## config.mk

```make
export PLATFORM = sky130hd
export DESIGN_NAME = lce_seq
export DESIGN_NICKNAME = d
export VERILOG_FILES = /design/src/lce_pkg.sv /design/src/lce_seq.sv
export SDC_FILE = /design/constraint.sdc
export NUM_CORES = 1
export LEC_CHECK = 0
export ABC_AREA = 1
export BUFFER_PORTS_ARGS = -buffer_cell sky130_fd_sc_hd__buf_2
export CORE_MARGIN = 5
export CORE_UTILIZATION = 33
export DETAILED_ROUTE_END_ITERATION = 7
export GPL_TIMING_DRIVEN = 0
export PLACE_DENSITY = 0.55
export SETUP_SLACK_MARGIN = 0.5
export SYNTH_ARGS = -nofsm -noshare
export SYNTH_HDL_FRONTEND = slang
export SYNTH_SLANG_ARGS = --single-unit
```

## constraint.sdc

```tcl
create_clock -name clock -period 3.2 [get_ports clock]
set_clock_uncertainty 0.2 [all_clocks]
set_input_delay 0.16 -clock clock [delete_from_list [all_inputs] [get_ports clock]]
set_output_delay 0.16 -clock clock [all_outputs]
set_load 0.005 [all_outputs]
```

## src/lce_pkg.sv

```systemverilog
`timescale 1ns / 1ps

package lce_pkg;

   localparam int MAX_WIDTH  = 128;
   localparam int MAX_HEIGHT = 128;
   localparam int CELL_TOTAL = MAX_WIDTH * MAX_HEIGHT;
   localparam int ADDR_W     = $clog2(CELL_TOTAL);
   localparam int CNT_W      = $clog2(CELL_TOTAL + 1);
   localparam int COL_W      = $clog2(MAX_WIDTH);
   localparam int ROW_W      = $clog2(MAX_HEIGHT);
   localparam int WSZ_W      = $clog2(MAX_WIDTH + 1);
   localparam int HSZ_W      = $clog2(MAX_HEIGHT + 1);

   localparam int CELL_W     = 5;
   localparam int NCNT_W     = 4;
   localparam int CHG_W      = 15;
   localparam int REG_W      = 8;
   localparam int IDX_W      = 1;
   localparam int OP_W       = 2;
   localparam int IN_COL_W   = 7;
   localparam int IN_ROW_W   = 7;
   localparam int REQ_TDATA_W = ((IN_COL_W + IN_ROW_W + 7) / 8) * 8;

   localparam int MIN_SIZE   = 3;
   localparam int GRID_RESET = 128;

   localparam logic [NCNT_W-1:0] BIRTH_COUNT   = 4'd3;
   localparam logic [NCNT_W-1:0] SURVIVE_COUNT = 4'd2;

   // neighbor walk: slots 0..8 of the 3x3 window, slot 4 is the cell itself
   localparam int UPD_W = 4;
   localparam logic [UPD_W-1:0] SELF_SLOT = 4'd4;
   localparam logic [UPD_W-1:0] UPD_LAST  = 4'd9;

   typedef enum logic [OP_W-1:0] {
      OP_SET   = 2'd0,
      OP_CLEAR = 2'd1,
      OP_STEP  = 2'd2,
      OP_QUERY = 2'd3
   } op_type;

   typedef enum logic [IDX_W-1:0] {
      REG_GRID_WIDTH  = 1'b0,
      REG_GRID_HEIGHT = 1'b1
   } reg_type;

   typedef enum logic [3:0] {
      ST_CLEAR,
      ST_IDLE,
      ST_COPY,
      ST_WALK_RD,
      ST_WALK_DEC,
      ST_UPD,
      ST_CELL_RD,
      ST_CELL_DEC,
      ST_DONE
   } state_type;

   typedef struct packed {
      logic [WSZ_W-1:0] w;
      logic [HSZ_W-1:0] h;
      logic             clear_req;
   } cfg_type;

   // packed from the lowest bit up: alive, neighbour_count, changed_cells, bad_coord
   typedef struct packed {
      logic              bad;
      logic [CHG_W-1:0]  changed;
      logic [NCNT_W-1:0] count;
      logic              alive;
   } rsp_type;

   localparam int RSP_TDATA_W = (($bits(rsp_type) + 7) / 8) * 8;

   function automatic logic [WSZ_W-1:0] width_in_use(input logic [REG_W-1:0] r);
      if (int'(r) < MIN_SIZE) return WSZ_W'(MIN_SIZE);
      else if (int'(r) > MAX_WIDTH) return WSZ_W'(MAX_WIDTH);
      else return WSZ_W'(r);
   endfunction

   function automatic logic [HSZ_W-1:0] height_in_use(input logic [REG_W-1:0] r);
      if (int'(r) < MIN_SIZE) return HSZ_W'(MIN_SIZE);
      else if (int'(r) > MAX_HEIGHT) return HSZ_W'(MAX_HEIGHT);
      else return HSZ_W'(r);
   endfunction

   function automatic logic [ADDR_W-1:0] cell_addr(input logic [COL_W-1:0] x,
                                                   input logic [ROW_W-1:0] y);
      return ADDR_W'(int'(y) * MAX_WIDTH + int'(x));
   endfunction

   // d: 0 left, 1 same, 2 right, wrapping at w
   function automatic logic [COL_W-1:0] wrap_col(input logic [COL_W-1:0] x,
                                                 input logic [WSZ_W-1:0] w,
                                                 input logic [1:0]       d);
      if (d == 2'd0) return (x == '0) ? COL_W'(w - 1'b1) : COL_W'(x - 1'b1);
      else if (d == 2'd1) return x;
      else return (int'(x) + 1 >= int'(w)) ? '0 : COL_W'(x + 1'b1);
   endfunction

   function automatic logic [ROW_W-1:0] wrap_row(input logic [ROW_W-1:0] y,
                                                 input logic [HSZ_W-1:0] h,
                                                 input logic [1:0]       d);
      if (d == 2'd0) return (y == '0) ? ROW_W'(h - 1'b1) : ROW_W'(y - 1'b1);
      else if (d == 2'd1) return y;
      else return (int'(y) + 1 >= int'(h)) ? '0 : ROW_W'(y + 1'b1);
   endfunction

   function automatic logic [1:0] slot_dx(input logic [UPD_W-1:0] k);
      case (k) inside
         4'd0, 4'd3, 4'd6: return 2'd0;
         4'd1, 4'd4, 4'd7: return 2'd1;
         default:          return 2'd2;
      endcase
   endfunction

   function automatic logic [1:0] slot_dy(input logic [UPD_W-1:0] k);
      case (k) inside
         4'd0, 4'd1, 4'd2: return 2'd0;
         4'd3, 4'd4, 4'd5: return 2'd1;
         default:          return 2'd2;
      endcase
   endfunction

endpackage

```

## src/lce_seq.sv

```systemverilog
`timescale 1ns / 1ps

module lce_seq (
   input  logic                          clock,
   input  logic                          reset,
   input  lce_pkg::cfg_type              cfg,
   input  logic                          req_valid,
   input  lce_pkg::op_type               req_op,
   input  logic [lce_pkg::IN_COL_W-1:0]  req_col,
   input  logic [lce_pkg::IN_ROW_W-1:0]  req_row,
   output logic                          req_ready,
   input  logic                          out_free,
   output logic                          done,
   output lce_pkg::rsp_type              rsp,
   output logic                          cell_we,
   output logic [lce_pkg::ADDR_W-1:0]    cell_waddr,
   output logic [lce_pkg::CELL_W-1:0]    cell_wdata,
   output logic [lce_pkg::ADDR_W-1:0]    cell_raddr,
   input  logic [lce_pkg::CELL_W-1:0]    cell_rdata,
   output logic                          snap_we,
   output logic [lce_pkg::ADDR_W-1:0]    snap_waddr,
   output logic [lce_pkg::CELL_W-1:0]    snap_wdata,
   output logic [lce_pkg::ADDR_W-1:0]    snap_raddr,
   input  logic [lce_pkg::CELL_W-1:0]    snap_rdata
);

   lce_pkg::state_type                 state_ff, state_in;
   logic [lce_pkg::CNT_W-1:0]          cnt_ff, cnt_in;
   logic [lce_pkg::COL_W-1:0]          x_ff, x_in;
   logic [lce_pkg::ROW_W-1:0]          y_ff, y_in;
   lce_pkg::op_type                    op_ff, op_in;
   logic [lce_pkg::UPD_W-1:0]          k_ff, k_in;
   logic                               add_ff, add_in;
   logic                               walk_ff, walk_in;
   logic [lce_pkg::ADDR_W-1:0]         prev_addr_ff, prev_addr_in;
   logic [lce_pkg::CHG_W-1:0]          changed_ff, changed_in;
   logic                               alive_ff, alive_in;
   logic [lce_pkg::NCNT_W-1:0]         count_ff, count_in;
   logic                               bad_ff, bad_in;

   logic                               req_bad;
   logic                               last_cell;
   logic                               x_last;
   logic                               walk_kill, walk_birth;
   logic                               cell_change;
   logic [lce_pkg::NCNT_W-1:0]         snap_n, cell_n;
   logic [lce_pkg::ADDR_W-1:0]         nbr_addr;

   assign req_bad = (int'(req_col) >= int'(cfg.w)) || (int'(req_row) >= int'(cfg.h));
   assign x_last = (int'(x_ff) == int'(cfg.w) - 1);
   assign last_cell = x_last && (int'(y_ff) == int'(cfg.h) - 1);

   assign snap_n = snap_rdata[lce_pkg::CELL_W-1:1];
   assign cell_n = cell_rdata[lce_pkg::CELL_W-1:1];
   assign walk_kill = snap_rdata[0] && (snap_n != lce_pkg::SURVIVE_COUNT)
                      && (snap_n != lce_pkg::BIRTH_COUNT);
   assign walk_birth = !snap_rdata[0] && (snap_n == lce_pkg::BIRTH_COUNT);
   assign cell_change = ((op_ff == lce_pkg::OP_SET) && !cell_rdata[0])
                        || ((op_ff == lce_pkg::OP_CLEAR) && cell_rdata[0]);

   assign nbr_addr = lce_pkg::cell_addr(
      lce_pkg::wrap_col(x_ff, cfg.w, lce_pkg::slot_dx(k_ff)),
      lce_pkg::wrap_row(y_ff, cfg.h, lce_pkg::slot_dy(k_ff)));

   // next state
   always_comb begin
      state_in = state_ff;
      unique case (state_ff)
         lce_pkg::ST_CLEAR: begin
            if (cnt_ff == lce_pkg::CNT_W'(lce_pkg::CELL_TOTAL - 1)) state_in = lce_pkg::ST_IDLE;
         end
         lce_pkg::ST_IDLE: begin
            if (req_valid) begin
               if (req_op == lce_pkg::OP_STEP) state_in = lce_pkg::ST_COPY;
               else if (req_bad) state_in = lce_pkg::ST_DONE;
               else state_in = lce_pkg::ST_CELL_RD;
            end
         end
         lce_pkg::ST_COPY: begin
            if (cnt_ff == lce_pkg::CNT_W'(lce_pkg::CELL_TOTAL)) state_in = lce_pkg::ST_WALK_RD;
         end
         lce_pkg::ST_WALK_RD: state_in = lce_pkg::ST_WALK_DEC;
         lce_pkg::ST_WALK_DEC: begin
            if (walk_kill || walk_birth) state_in = lce_pkg::ST_UPD;
            else if (last_cell) state_in = lce_pkg::ST_DONE;
            else state_in = lce_pkg::ST_WALK_RD;
         end
         lce_pkg::ST_UPD: begin
            if (k_ff == lce_pkg::UPD_LAST) begin
               if (!walk_ff) state_in = lce_pkg::ST_CELL_RD;
               else if (last_cell) state_in = lce_pkg::ST_DONE;
               else state_in = lce_pkg::ST_WALK_RD;
            end
         end
         lce_pkg::ST_CELL_RD: state_in = lce_pkg::ST_CELL_DEC;
         lce_pkg::ST_CELL_DEC: begin
            state_in = cell_change ? lce_pkg::ST_UPD : lce_pkg::ST_DONE;
         end
         lce_pkg::ST_DONE: begin
            if (out_free) state_in = lce_pkg::ST_IDLE;
         end
         default: state_in = lce_pkg::ST_CLEAR;
      endcase
      if (cfg.clear_req) state_in = lce_pkg::ST_CLEAR;
   end

   // outputs and datapath
   always_comb begin
      cnt_in       = cnt_ff;
      x_in         = x_ff;
      y_in         = y_ff;
      op_in        = op_ff;
      k_in         = k_ff;
      add_in       = add_ff;
      walk_in      = walk_ff;
      prev_addr_in = prev_addr_ff;
      changed_in   = changed_ff;
      alive_in     = alive_ff;
      count_in     = count_ff;
      bad_in       = bad_ff;
      req_ready    = 1'b0;
      done         = 1'b0;
      cell_we      = 1'b0;
      cell_waddr   = prev_addr_ff;
      cell_wdata   = '0;
      cell_raddr   = lce_pkg::cell_addr(x_ff, y_ff);
      snap_we      = 1'b0;
      snap_waddr   = cnt_ff[lce_pkg::ADDR_W-1:0] - 1'b1;
      snap_wdata   = cell_rdata;
      snap_raddr   = lce_pkg::cell_addr(x_ff, y_ff);

      unique case (state_ff)
         lce_pkg::ST_CLEAR: begin
            cell_we    = 1'b1;
            cell_waddr = cnt_ff[lce_pkg::ADDR_W-1:0];
            cnt_in     = cnt_ff + 1'b1;
         end
         lce_pkg::ST_IDLE: begin
            req_ready = 1'b1;
            if (req_valid) begin
               op_in      = req_op;
               cnt_in     = '0;
               changed_in = '0;
               alive_in   = 1'b0;
               count_in   = '0;
               walk_in    = (req_op == lce_pkg::OP_STEP);
               bad_in     = (req_op != lce_pkg::OP_STEP) && req_bad;
               if (req_op == lce_pkg::OP_STEP) begin
                  x_in = '0;
                  y_in = '0;
               end else begin
                  x_in = lce_pkg::COL_W'(req_col);
                  y_in = lce_pkg::ROW_W'(req_row);
               end
            end
         end
         lce_pkg::ST_COPY: begin
            // read cell at cnt, store the one read last cycle
            cell_raddr = cnt_ff[lce_pkg::ADDR_W-1:0];
            snap_we    = (cnt_ff != '0);
            cnt_in     = cnt_ff + 1'b1;
         end
         lce_pkg::ST_WALK_RD: begin
         end
         lce_pkg::ST_WALK_DEC: begin
            if (walk_kill || walk_birth) begin
               changed_in = changed_ff + 1'b1;
               add_in     = walk_birth;
               k_in       = '0;
            end else if (x_last) begin
               x_in = '0;
               y_in = y_ff + 1'b1;
            end else begin
               x_in = x_ff + 1'b1;
            end
         end
         lce_pkg::ST_UPD: begin
            // read slot k, write back slot k-1
            if (k_ff != lce_pkg::UPD_LAST) begin
               cell_raddr   = nbr_addr;
               prev_addr_in = nbr_addr;
               k_in         = k_ff + 1'b1;
            end
            if (k_ff != '0) begin
               cell_we = 1'b1;
               if (k_ff - 1'b1 == lce_pkg::SELF_SLOT) begin
                  cell_wdata = {cell_n, add_ff};
               end else if (add_ff) begin
                  cell_wdata = {cell_n + 1'b1, cell_rdata[0]};
               end else begin
                  cell_wdata = {cell_n - 1'b1, cell_rdata[0]};
               end
            end
            if (k_ff == lce_pkg::UPD_LAST && walk_ff) begin
               if (x_last) begin
                  x_in = '0;
                  y_in = y_ff + 1'b1;
               end else begin
                  x_in = x_ff + 1'b1;
               end
            end
         end
         lce_pkg::ST_CELL_RD: begin
         end
         lce_pkg::ST_CELL_DEC: begin
            if (cell_change) begin
               add_in = (op_ff == lce_pkg::OP_SET);
               k_in   = '0;
            end else begin
               alive_in = cell_rdata[0];
               count_in = cell_n;
            end
         end
         lce_pkg::ST_DONE: begin
            done = out_free;
         end
         default: begin
         end
      endcase
      if (cfg.clear_req) cnt_in = '0;
   end

   always_ff @(posedge clock) begin
      if (reset) begin
         state_ff <= lce_pkg::ST_CLEAR;
         cnt_ff   <= '0;
         k_ff     <= '0;
         walk_ff  <= 1'b0;
      end else begin
         state_ff <= state_in;
         cnt_ff   <= cnt_in;
         k_ff     <= k_in;
         walk_ff  <= walk_in;
      end
   end

   always_ff @(posedge clock) begin
      x_ff         <= x_in;
      y_ff         <= y_in;
      op_ff        <= op_in;
      add_ff       <= add_in;
      prev_addr_ff <= prev_addr_in;
      changed_ff   <= changed_in;
      alive_ff     <= alive_in;
      count_ff     <= count_in;
      bad_ff       <= bad_in;
   end

   assign rsp = '{bad: bad_ff, changed: changed_ff, count: count_ff, alive: alive_ff};

`ifndef NO_ASSERTIONS
   a_upd_no_collide: assert property (@(posedge clock) disable iff (reset)
      (state_ff == lce_pkg::ST_UPD && k_ff != '0 && k_ff != lce_pkg::UPD_LAST)
      |-> cell_raddr != cell_waddr)
      else $error("neighbor update reads the address it writes");

   a_upd_bound: assert property (@(posedge clock) disable iff (reset)
      (state_ff == lce_pkg::ST_UPD) |-> k_ff <= lce_pkg::UPD_LAST)
      else $error("neighbor slot counter overran");

   a_change_only_step: assert property (@(posedge clock) disable iff (reset)
      (state_ff == lce_pkg::ST_DONE && !walk_ff) |-> changed_ff == '0)
      else $error("change count on a cell operation");

   a_bad_clean: assert property (@(posedge clock) disable iff (reset)
      (state_ff == lce_pkg::ST_DONE && bad_ff) |-> (!alive_ff && count_ff == '0 && !walk_ff))
      else $error("bad coordinate result carries cell data");
`endif

endmodule

```

# == Yosys cells after proc, flatten, opt, wreduce, memory -nomap -nowiden ==
# Cells that the tools add are included.
# W data, S select, Z words.
# classes
add_sub_neg,19
n_lt_le_gt_ge,4
n_eq_ne,41
muxes,65
reduce_logical,43
# op_table
op,n
$mux W7,18
$mux W4,16
$pmux W15 S2,2
$pmux W7 S3,2
$eq A4 B3 Y1 const B,9
$pmux W4 S9,1
$add A15 B1 Y15 const B,2
$mux W15,2
$add A14 B7 Y14,2
$mux W14,2
$pmux W14 S2,1
$sub A7 B1 Y7 const B,4
$ne A2 B2 Y1 const B,12
$eq A4 B2 Y1 const B,5
$mux W5,4
$eq A8 B9 Y1,2
$sub A8 B1 Y9 const B,2
$add A7 B1 Y8 const B,2
$ge A7 B8 Y1,2
$ge A8 B8 Y1,2
$eq A15 B14 Y1 const B,1
$eq A15 B15 Y1 const B,1
$reduce_bool A15 Y1,1
$add A7 B1 Y7 const B,2
29 further kinds,75
# totals
register_bits,76
in_bits,47

# == Longest topological paths before layout ==
# logic_depth
depth_word,10
ltp_mapped,17
depth_no_buf,16

# == Worst setup path before layout ==
# Ideal clock, no wire load.
# synth_path
path_kind,register to output
startpoint,register y_ff[2] (netlist bit)
endpoint,output port cell_raddr[13] (netlist bit)
arrival_ps,2345
required_time_ps,2840
path_slack_ps,495
stages_incl_launch_ff,16
path_buffers,1
cell_sequence,edfxtp_1 buf_2 inv_1 nor3_1 xor2_1 inv_1 ha_1 a21oi_1 o21ai_0 nand2_1 o2111ai_1 nor2_1 nand2_1 o211ai_1 nand3_1 nand2_1
# synth_between
elab_chain_cells,8
word_cells_on_any_way,13
# synth_rtl
item,line_no,source
"start, declared",lce_seq.sv:30,"logic [lce_pkg::ROW_W-1:0] y_ff, y_in;"
"start signal, assigned",lce_seq.sv:239,y_ff <= y_in;
$add A7 B1 Y8,lce_pkg.sv:107,else return (int'(y) + 1 >= int'(h)) ? '0 : ROW_W'(y + 1'b1);
$ge A8 B8 Y1,lce_pkg.sv:107,
$mux W7,lce_pkg.sv:107,
$mux W7,lce_pkg.sv:106,else if (d == 2'd1) return y;
$mux W7,lce_pkg.sv:105,if (d == 2'd0) return (y == '0) ? ROW_W'(h - 1'b1) : ROW_W'(y - 1'b1);
$add A14 B7 Y14,lce_pkg.sv:90,return ADDR_W'(int'(y) * MAX_WIDTH + int'(x));
$mux W14,lce_seq.sv:179,if (k_ff != lce_pkg::UPD_LAST) begin
$pmux W14 S2 (*),lce_seq.sv:132,unique case (state_ff)
"end, declared",lce_seq.sv:18,"output logic [lce_pkg::ADDR_W-1:0] cell_raddr,"
# Mark *: on every way between the ends. The rest lies on a longest branch, timed or not.

# == Worst setup path after layout ==
# layout_path
startpoint,register x_ff[0] (netlist bit)
endpoint,output port cell_raddr[4] (netlist bit)
# layout_between
elab_chain_cells,8
word_cells_on_any_way,13
# layout_rtl
item,line_no,source
"start, declared",lce_seq.sv:29,"logic [lce_pkg::COL_W-1:0] x_ff, x_in;"
"start signal, assigned",lce_seq.sv:238,x_ff <= x_in;
$add A7 B1 Y8,lce_pkg.sv:99,else return (int'(x) + 1 >= int'(w)) ? '0 : COL_W'(x + 1'b1);
$ge A8 B8 Y1,lce_pkg.sv:99,
$mux W7,lce_pkg.sv:99,
$mux W7,lce_pkg.sv:98,else if (d == 2'd1) return x;
$mux W7,lce_pkg.sv:97,if (d == 2'd0) return (x == '0) ? COL_W'(w - 1'b1) : COL_W'(x - 1'b1);
$add A14 B7 Y14,lce_pkg.sv:90,
$mux W14,lce_seq.sv:179,
$pmux W14 S2 (*),lce_seq.sv:132,
# Marked as above.

==> flow_metrics.py <==
metrics = {
    "global_route": {
        "grt_max_degree": 24,
        "grt_usage": 0.196,
        "grt_pass1_wl_um": 37500,
        "overflow": 0,
        "grt_pass1_vias": 7254,
        "antenna_found_initial": 0,
    },
    "timing": {
        "fmax_mhz": 299,
        "setup_viol": 14,
        "finalCritPeriodShare": 1.04,
        "finalHoldViolCount": 0,
        "rsz0062_at_grt": "yes",
        "finalMaxSlewViolations": 0,
        "fin_ws_ns": -0.143,
        "slew_headroom": 0.602,
        "worstMarginPinSlew_ns": 0.591,
        "period_minus_slack_ns": 3.34,
    },
    "critical_path": {
        "path_max_fanout": 6,
        "reg2regPathDepth": 21,
        "startpoint_type": "register",
        "required_ns": 2.84,
        "path_cells": "inv_2 > nor3_4 > nand2_2 > o21ai_1 > nand2_1 > inv_2 > ha_4 > a21oi_2 > o21a_1 > nand3_4 > o31ai_1 > nand2_2 > o21ai_4 > buf_2",
        "critPathKind": "register to output port",
        "slowest_delay_ns": 0.44,
        "crit_slowest_cell": "edfxtp_1",
        "worstPathArrival_ns": 2.98,
        "endpoint_kind": "output port",
    },
    "synthesis": {
        "yosys_warnings": 0,
        "synth_common_cells": "nand2_1, inv_1, nor2_1",
        "synth_area_um2": 6880,
        "ys_seq_elements": 76,
        "synth.distinct_cells": 50,
        "syn_avg_cell_area_um2": 6.75,
        "synth_area_leaders": "edfxtp_1, nand2_1, ha_1",
        "synthArstFlopShare": 0,
        "syn_nets": 1116,
        "synth_top_area_share": 0.227,
        "netlist_instances": 1020,
        "synth-seq-area-share": 0.297,
        "yosysMostFrequentCell": "nand2_1",
        "synth_edf_count": 52,
        "synth_ff_type": "edfxtp_1",
        "yosys.area.top_type": "edfxtp_1",
    },
    "placed_design": {
        "post-place-cells": 1429,
        "io_buffers": 137,
        "dpl.hpwl_um": 18400,
        "gp_congestion": 0.899,
    },
    "finish": {
        "insertedDiodeCount": 0,
        "syn_to_final_growth_pct": 36.8,
        "drive_above_1_share": 0.274,
        "final_util": 0.462,
        "stdcell_count": 1532,
        "nets": 1353,
    },
    "power": {
        "p_seq_frac": 0.423,
        "power_uw": 2470,
        "peakVddDrop_v": 0.000210,
        "switching_share": 0.247,
        "power_leakage_uw": 0.00450,
        "power_density_nw_per_um2": 262,
        "clkPwrFrac": 0.455,
        "p_comb_frac": 0.122,
        "p_switching_uw": 611,
        "p_int_uw": 1860,
    },
    "floorplanning": {
        "fp.coreArea_um2": 20400,
        "die_h_um": 154,
        "io_pins": 138,
        "start_util": 0.338,
        "die_area_um2": 23900,
        "fp-row-count": 52,
        "die_w_um": 154,
    },
    "run_status": {
        "status": "finished with violations",
        "failed_checks": "setup timing",
    },
    "min_path": {
        "hold_path_depth": 3,
        "hold_path_class": "primary input to register",
    },
    "clock_network": {
        "cts_made_buffers": 9,
        "cts_buffer_depth": 2,
        "clock_latency_ns": 0.35,
        "cts.sinks": 76,
        "root_buffer": "clkbuf_16",
        "cts_tree": "done",
        "htreeDepth": 3,
        "clkTransAtPathRegs_ns": 0.06,
    },
    "detailed_routing": {
        "met3_length_um": 1610,
        "wl_met2_um": 11600,
        "drt_first_pass_iters": 5,
        "wl_per_cell_um": 15.7,
        "detail_route.wirelength_um": 24000,
        "drtIter0Drc": 528,
        "wl_met1_um": 10300,
        "top_layer_used": "met4",
        "vias": 7653,
        "drc": 0,
        "detail-route-antenna-nets": 0,
        "viasPerCell": 5.00,
    },
    "run": {
        "drv_cap": 0,
    },
}
## path summary, 6_finish.rpt
path                  start  slack [ns]                to
setup / recovery    x_ff[0]       -0.14     cell_raddr[4]
hold / removal    req_valid       0.005           walk_ff
setup reg to reg    y_ff[2]       -0.03  prev_addr_ff[11]
hold reg to reg     k_ff[0]        0.30           k_ff[0]
## final cells by class
cell class | count | area [um^2]
fillers | 2074 | 10900
multi-input cells | 749 | 4460
flip-flops and latches | 76 | 2040
repair buffers | 226 | 1440
inverters | 166 | 636
well taps | 270 | 338
clock buffers | 11 | 233
plain buffers | 29 | 179
clock inverters | 5 | 85.1
## state kept, by name (all words and copies together), names as in the netlist, 2 cells and up
register      count
k_ff              4
op_ff             2
y_ff              7
cnt_ff           15
count_ff          4
state_ff          4
prev_addr_ff     14
x_ff              7
changed_ff       15
## stage by stage
stage,setup WS [ns],hold WS [ns],TNS [ns],cell area (um^2)
after floorplan,0.533,0.0385,0,6890
after global placement,-0.297,0.153,-8.09,7910
after detailed placement,-0.266,0.155,-1.69,7940
after CTS,-0.133,0.00852,-1.02,9030
after global routing,-0.290,0.0254,-3.59,9420
final,-0.143,0.00544,-0.999,9420
## per-layer routing
metal	GRT usage	up-vias
met1	0.249	3493
li1	-	3856
met5	0	-
met3	0.0394	39
met4	0.0559	0
met2	0.338	265
## logic make-up (layout without fill, tap and decap cells)
kind of cell / count (synthesis) / count (layout) / synth area share
fa+ha+maj: 49 / 49 / 0.0901
xor+xnor: 23 / 23 / 0.0293
simple gates: 493 / 493 / 0.311
flops: 76 / 76 / 0.297
compound gates: 184 / 184 / 0.158
buf+inv: 195 / 437 / 0.115
## power groups by stage
stage | Clock (uW) | Sequential [uW] | Combinational [uW]
floorplan | 0 | 1060 | 152
global placement | 0 | 1070 | 258
detailed placement | 0 | 1070 | 260
CTS | 1140 | 1040 | 290
global route | 1180 | 1040 | 340
finish | 1130 | 1040 | 302
## critical path, delay by kind of cell, from the launching register on
kind                       cells  cell delay [ns]
AOI/OAI and AO/OA              5             0.94
DFF                            1             0.44
and+or+nand+nor                5             0.73
buffers and inverters          3             0.32
adders and majority gates      1             0.19
## what timing repair did
item,CTS,global route
resized for setup,61,63
hold buffers,19,0
setup endpoints to repair,57,64
pin swaps,36,41
setup buffers,49,19
hold endpoints to repair,19,0
## cells in the final DEF, fill, tap and decap left out, drive strengths merged, types with 4 or more instances in the layout
cell         netlist  layout
ha                48      48
o31ai              4       4
edfxtp            52      52
nand4             18      18
o21a               5       5
a221oi             4       4
inv              162     162
nor3              22      22
xnor2              5       5
nand3             83      83
nand2            230     230
o21ai             72      72
or2                4       4
a22oi             15      15
o211ai             5       5
clkbuf             9      20
clkinv             4       5
nor2             127     127
dfxtp             24      24
buf               20     227
xor2              18      18
a21oi             55      55
dlygate4sd3        0      19
a211oi            11      11
Power figures use the tool's default switching activity.
